[config.mk]
export PLATFORM = sky130hd
export DESIGN_NAME = tplw_seq
export DESIGN_NICKNAME = d
export VERILOG_FILES = /design/src/hw/rtl/tplw_pkg.sv /design/src/hw/rtl/tplw_seq.sv
export SDC_FILE = /design/constraint.sdc
export NUM_CORES = 1
export LEC_CHECK = 0
export ABC_AREA = 1
export BUFFER_PORTS_ARGS = -buffer_cell sky130_fd_sc_hd__buf_2
export CAP_MARGIN = 10
export CORE_UTILIZATION = 26
export CTS_CLUSTER_DIAMETER = 30
export DETAILED_ROUTE_END_ITERATION = 12
export MAX_ROUTING_LAYER = met4
export PLACE_DENSITY_LB_ADDON = 0.3
export SLEW_MARGIN = 10
export SYNTH_ARGS = -nofsm -noshare
export SYNTH_HDL_FRONTEND = slang
export SYNTH_SLANG_ARGS = --single-unit
[constraint.sdc]
create_clock -name clk -period 3.75 [get_ports clk]
set_clock_uncertainty 0.2 [all_clocks]
set_input_delay 0.75 -clock clk [delete_from_list [all_inputs] [get_ports clk]]
set_output_delay 0.75 -clock clk [all_outputs]
set_load 0.1 [all_outputs]
[src/hw/rtl/tplw_pkg.sv]
// ----------------------------------------------------------------------------
// tplw_pkg: shared definitions for the two-level page table walker
// Store geometry, entry flags, status codes, and the microcode table that
// drives the walker's sequencer.
// ----------------------------------------------------------------------------
package tplw_pkg;

	// Store geometry: FRAMES frames of 1024 words each.
	localparam int FRAMES  = 64;
	localparam int FRAME_W = $clog2(FRAMES);
	localparam int IDX_W   = 10;
	localparam int ADDR_W  = FRAME_W + IDX_W;
	localparam int DEPTH   = FRAMES * 1024;
	localparam int NEXT_W  = 9;
	localparam int PFN_W   = 20;
	localparam int DATA_W  = 40;

	localparam int KERNEL_FIRST = 768;
	localparam int SELF_MAP     = 1023;

	typedef logic [31:0] word_t;

	// Entry flag bits.
	localparam logic [11:0] FLAG_P = 12'h001;
	localparam logic [11:0] FLAG_W = 12'h002;
	localparam logic [11:0] FLAG_U = 12'h004;

	// Result status codes.
	localparam logic [1:0] STATUS_OK        = 2'd0;
	localparam logic [1:0] STATUS_NO_FRAME  = 2'd1;
	localparam logic [1:0] STATUS_BAD_FRAME = 2'd2;

	// Request kinds.
	localparam logic ACT_CREATE = 1'b0;
	localparam logic ACT_PAGE   = 1'b1;

	// Configuration register indexes.
	localparam logic REG_FIRST_FREE = 1'b0;
	localparam logic REG_KERNEL_DIR = 1'b1;

	// Microcode step addresses.
	typedef logic [4:0] step_t;
	localparam step_t S_CLR       = 5'd0;
	localparam step_t S_WAIT      = 5'd1;
	localparam step_t S_DISP      = 5'd2;
	localparam step_t S_CR_KCHK   = 5'd3;
	localparam step_t S_CR_FCHK   = 5'd4;
	localparam step_t S_CR_ALLOC  = 5'd5;
	localparam step_t S_CR_CLR    = 5'd6;
	localparam step_t S_CR_CPRD   = 5'd7;
	localparam step_t S_CR_CPWR   = 5'd8;
	localparam step_t S_CR_SELF   = 5'd9;
	localparam step_t S_PG_RDDIR  = 5'd10;
	localparam step_t S_PG_DCHK   = 5'd11;
	localparam step_t S_PG_TFCHK  = 5'd12;
	localparam step_t S_PG_TALLOC = 5'd13;
	localparam step_t S_PG_TOK    = 5'd14;
	localparam step_t S_PG_RDTBL  = 5'd15;
	localparam step_t S_PG_PCHK   = 5'd16;
	localparam step_t S_PG_PFCHK  = 5'd17;
	localparam step_t S_PG_PALLOC = 5'd18;
	localparam step_t S_PG_HIT    = 5'd19;
	localparam step_t S_FAIL1     = 5'd20;
	localparam step_t S_FAIL2     = 5'd21;
	localparam step_t S_RESULT    = 5'd22;

	// Datapath operations selected by a control word.
	typedef enum logic [4:0] {
		OP_NONE,
		OP_CLR,
		OP_WAIT,
		OP_CR_ALLOC,
		OP_CR_CLR,
		OP_CR_CPRD,
		OP_CR_CPWR,
		OP_CR_SELF,
		OP_RD_DIR,
		OP_T_ALLOC,
		OP_T_TAKE,
		OP_RD_TBL,
		OP_P_ALLOC,
		OP_HIT,
		OP_FAIL1,
		OP_FAIL2,
		OP_RESULT
	} op_t;

	// Jump conditions tested by the sequencer.
	typedef enum logic [3:0] {
		C_NONE,
		C_ALWAYS,
		C_ACCEPT,
		C_CLR_DONE,
		C_PAGE,
		C_KERN_BAD,
		C_NO_FRAME,
		C_IDX_CLR_MORE,
		C_IDX_CPY_MORE,
		C_ENTRY_P,
		C_TBL_BAD,
		C_OUT_FREE
	} cond_t;

	// One control word: when the condition holds the step counter jumps to
	// target; otherwise it stays put if hold is set, or moves to the next step.
	typedef struct packed {
		op_t   op;
		cond_t cond;
		step_t target;
		logic  hold;
	} ctrl_t;

	// Status from the datapath that the conditions test.
	typedef struct packed {
		logic clr_done;
		logic accept;
		logic page;
		logic kern_bad;
		logic no_frame;
		logic idx_clr_more;
		logic idx_cpy_more;
		logic entry_p;
		logic tbl_bad;
		logic out_free;
	} flags_t;

	function automatic ctrl_t uword(op_t o, cond_t c, step_t t, logic h);
		ctrl_t w;
		w.op     = o;
		w.cond   = c;
		w.target = t;
		w.hold   = h;
		return w;
	endfunction

	// The walker program.
	function automatic ctrl_t ucode(step_t s);
		ctrl_t w;
		case (s)
			S_CLR:       w = uword(OP_CLR,      C_CLR_DONE,     S_WAIT,      1'b1);
			S_WAIT:      w = uword(OP_WAIT,     C_ACCEPT,       S_DISP,      1'b1);
			S_DISP:      w = uword(OP_NONE,     C_PAGE,         S_PG_RDDIR,  1'b0);
			S_CR_KCHK:   w = uword(OP_NONE,     C_KERN_BAD,     S_FAIL2,     1'b0);
			S_CR_FCHK:   w = uword(OP_NONE,     C_NO_FRAME,     S_FAIL1,     1'b0);
			S_CR_ALLOC:  w = uword(OP_CR_ALLOC, C_NONE,         S_WAIT,      1'b0);
			S_CR_CLR:    w = uword(OP_CR_CLR,   C_IDX_CLR_MORE, S_CR_CLR,    1'b0);
			S_CR_CPRD:   w = uword(OP_CR_CPRD,  C_NONE,         S_WAIT,      1'b0);
			S_CR_CPWR:   w = uword(OP_CR_CPWR,  C_IDX_CPY_MORE, S_CR_CPRD,   1'b0);
			S_CR_SELF:   w = uword(OP_CR_SELF,  C_ALWAYS,       S_RESULT,    1'b0);
			S_PG_RDDIR:  w = uword(OP_RD_DIR,   C_NONE,         S_WAIT,      1'b0);
			S_PG_DCHK:   w = uword(OP_NONE,     C_ENTRY_P,      S_PG_TOK,    1'b0);
			S_PG_TFCHK:  w = uword(OP_NONE,     C_NO_FRAME,     S_FAIL1,     1'b0);
			S_PG_TALLOC: w = uword(OP_T_ALLOC,  C_ALWAYS,       S_PG_RDTBL,  1'b0);
			S_PG_TOK:    w = uword(OP_T_TAKE,   C_TBL_BAD,      S_FAIL2,     1'b0);
			S_PG_RDTBL:  w = uword(OP_RD_TBL,   C_NONE,         S_WAIT,      1'b0);
			S_PG_PCHK:   w = uword(OP_NONE,     C_ENTRY_P,      S_PG_HIT,    1'b0);
			S_PG_PFCHK:  w = uword(OP_NONE,     C_NO_FRAME,     S_FAIL1,     1'b0);
			S_PG_PALLOC: w = uword(OP_P_ALLOC,  C_ALWAYS,       S_RESULT,    1'b0);
			S_PG_HIT:    w = uword(OP_HIT,      C_ALWAYS,       S_RESULT,    1'b0);
			S_FAIL1:     w = uword(OP_FAIL1,    C_ALWAYS,       S_RESULT,    1'b0);
			S_FAIL2:     w = uword(OP_FAIL2,    C_ALWAYS,       S_RESULT,    1'b0);
			S_RESULT:    w = uword(OP_RESULT,   C_OUT_FREE,     S_WAIT,      1'b1);
			default:     w = uword(OP_NONE,     C_ALWAYS,       S_WAIT,      1'b0);
		endcase
		return w;
	endfunction

endpackage

[src/hw/rtl/tplw_seq.sv]
// ----------------------------------------------------------------------------
// tplw_seq: microcode sequencer of the page table walker
// Holds the step counter, reads the control word for the current step and
// picks the next step from the word's jump condition.
// ----------------------------------------------------------------------------
module tplw_seq
	import tplw_pkg::*;
(
	input  logic   clk,
	input  logic   arst_n,
	input  flags_t flags,
	output ctrl_t  ctrl
);

	step_t upc_q;
	step_t upc_next;
	logic  take;

	// Control word for the current step.
	assign ctrl = ucode(upc_q);

	// Evaluate the jump condition.
	always_comb begin
		case (ctrl.cond)
			C_NONE:         take = 1'b0;
			C_ALWAYS:       take = 1'b1;
			C_ACCEPT:       take = flags.accept;
			C_CLR_DONE:     take = flags.clr_done;
			C_PAGE:         take = flags.page;
			C_KERN_BAD:     take = flags.kern_bad;
			C_NO_FRAME:     take = flags.no_frame;
			C_IDX_CLR_MORE: take = flags.idx_clr_more;
			C_IDX_CPY_MORE: take = flags.idx_cpy_more;
			C_ENTRY_P:      take = flags.entry_p;
			C_TBL_BAD:      take = flags.tbl_bad;
			C_OUT_FREE:     take = flags.out_free;
			default:        take = 1'b0;
		endcase
	end

	// Jump, hold or step on.
	always_comb begin
		if (take) begin
			upc_next = ctrl.target;
		end else if (ctrl.hold) begin
			upc_next = upc_q;
		end else begin
			upc_next = step_t'(upc_q + 1'b1);
		end
	end

	// Step counter; reset starts the clearing pass.
	always_ff @(posedge clk or negedge arst_n) begin
		if (!arst_n) begin
			upc_q <= S_CLR;
		end else begin
			upc_q <= upc_next;
		end
	end

endmodule

==> results.md <==
- Post-synthesis mux area share: 0
- Initial antenna violation count: 0
- Drt via density: just under 5
- Biggest regs: upc_q (5)
- Register area share after synthesis: 0.1149
- Vias post-DR: between 1,000 and 1,500
- Yosys cell types: 29
- CTS tree: built
- Startpoint class of the critical path: flop
- Clock Sinks: 5
- Placer congestion estimate: a little under 1
- Main synth FF type: dfrtp_1
- Final Hold Fails: 0
- Port bufs: 26
- Post-route insts no fill: ~260
- Mapped Cells: 182
- WS Path Type: flop to output port
- Deepest clock path buffer count: 2
- Top reg by flops: upc_q
- Number of synthesis warnings: 0
- Drt total wl: a little over 3000 um
- Commonest non-fill, non-tap cells in the layout: 49 x nand2_1, 26 x buf_2, 24 x nor2_1, 22 x inv_1, 19 x nand3_1
- Slew Viols, Final: 0
- Die Height: around 67 um
- Final WS setup: between 0.5 and 0.6 ns
- Post-placement worst setup slack: roughly 0.82 ns
- Adder-Cell Fraction of Synth Area: 0.1264
- Max transition margin: 0.6753
- CP required: approximately 2.8 ns
- Clock transition at the registers of the reported paths: 0.04 ns
- Minimum clock period: about 3.2 ns
- Synthesized area: roughly 1100 um^2
- Area contributors post-synth: nand2_1 17%, ha_1 13%, dfrtp_1 11%
- Vias in the first global route: roughly 1,100
- Tcrit/Tclk final: 0.8458
- Area grow syn2layout: 24.02%
- Share of the synthesized area in the top cell type: 0.1690
- Max Cap Violations: 0
- Final core utilization: 0.3375
- Share of layout cells above drive strength 1: 0.2453
- Final #Nets: 236
- Critical path endpoint category: output port
- Largest family of logic cells by synthesized area: simple AND/OR/NAND/NOR gates
- IO Count: 27
- First-pass GRT wire length: 5106 um
- Largest register FFs: 5
- Setup Fix Bufs, Post-CTS: 0
- DRT iter0 DRCs: between 90 and 100
- Routed len/inst: about 12 um
- Synth Register Bits: 5
- Worst path arrival time: approximately 2.2 ns
- Max Clk Rate: approximately 0.32 GHz
- Pin count of the biggest net entering global routing: 18
- Async S/R FF share, synth: 1.000
- # DRC: 0
- GR Util All Layers: 0.1510
- RSZ-0062 raised after global routing: false
- Core Region: roughly 4000 um^2
- Cells after DPL: 258
- CTS HTree Levels: 1
- Die width: between 60 and 70 um
- Endpoints failing setup: 0
- Synth Area in Compound Gates: 0.1552
- Die area: 4450 um^2
- Post-cts resize count: 0
- Mean Syn Cell Area: around 6 um^2
- Post-DRT Antenna Nets: 0
- Post-synth EDFFs: 0
- Worst min path class: input port to async pin
- Status: finished, final reports clean
- Synth Area in XOR/XNOR: 0.02414
- Worst-Margin Slew: ~0.49 ns
- Leading cell type in the layout, fill and taps excluded: nand2_1
- Leading area contributor after synthesis: nand2_1
- Max FO, Critical Path: 10
- Fillcell total: about 440
- Root buffer cell: clkbuf_8
- Grt total ovfl: 0
- Initial DRT Pass Iterations: 4
- N_diodes: 0
- Post-Synth Simple-Gate Area: 0.4655
- Setup TNS: 0 ns
- CTS buffer count: 3
- Final HPWL from detailed placement: 2476 um
- Initial Util: 0.2721
- Hold Buf Count CTS: 0
- Clk_lat worst skew: ~0.22 ns
- Std cell rows: 23
- Net Count, Synth: around 200
-- logic make-up after synthesis --
| family | after synthesis |
|---|---|
| compound gates | 26 |
| simple gates | 108 |
| buf+inv | 29 |
| flops | 5 |
| xor+xnor | 3 |
| fa+ha+maj | 11 |
-- through the flow --
step                      hold WS [ns]  instance area, um^2
after global placement          0.3682                 1305
after floorplan                 0.2544                 1116
after global routing            0.1354                 1350
after CTS                       0.1327                 1350
final                           0.1325                 1350
after detailed placement        0.3673                 1305
-- cell type report --
class | instances | area, um^2 | share of cell area
Inverter | 26 | 97.59 | 0.07229
Timing Repair Buffer | 29 | 152.6 | 0.1131
Multi-Input combinational cell | 148 | 867.1 | 0.6423
Sequential cell | 5 | 125.1 | 0.09268
Clock buffer | 4 | 45.04 | 0.03336
Tap cell | 50 | 62.56 | 0.04634
-- cells in the mapped netlist, types with 2 or more instances --
library cell	number
ha_1	11
inv_1	22
nand2_1	49
nand3_2	4
nor3_1	3
xor2_1	3
inv_2	4
nor2_1	24
nor2_2	2
o21ai_0	6
buf_6	2
o21ai_1	3
o32ai_1	4
nand4_1	2
nor2_4	3
nand3_1	19
a21oi_1	5
dfrtp_1	5
-- layer usage --
metal	share of wire	up-vias	global-route usage
li1	-	656	-
met1	0.46	566	0.2116
met2	0.47	53	0.2336
met3	0.061	4	0.001712
met4	0.010	0	0.05053
met5	0	-	-
-- worst paths after layout --
check	from	end	slack, ns	cells after the start
min in group clk	upc_q[2]$_DFFE_PN0P_	upc_q[2]$_DFFE_PN0P_	0.57	3
worst max register to register	upc_q[0]$_DFFE_PN0P_	upc_q[1]$_DFFE_PN0P_	1.14	14
max in group asynchronous	arst_n	upc_q[2]$_DFFE_PN0P_	3.09	1
worst max-delay path	upc_q[0]$_DFFE_PN0P_	ctrl[6]	0.58	8
worst min-delay path	arst_n	upc_q[3]$_DFFE_PN0P_	0.13	1
worst min register to register	upc_q[2]$_DFFE_PN0P_	upc_q[2]$_DFFE_PN0P_	0.57	3
-- worst max-delay path, cell delays in order, from the launching register on --
cell	delay (ns)
dfrtp_1	0.52
inv_1	0.18
ha_1	0.34
inv_1	0.06
nand2_1	0.09
nand3_1	0.13
inv_1	0.08
nor2_4	0.15
buf_2	0.44
Power is not shown: default switching activity piles up to over one toggle a cycle in this logic, so the estimate is an artifact.
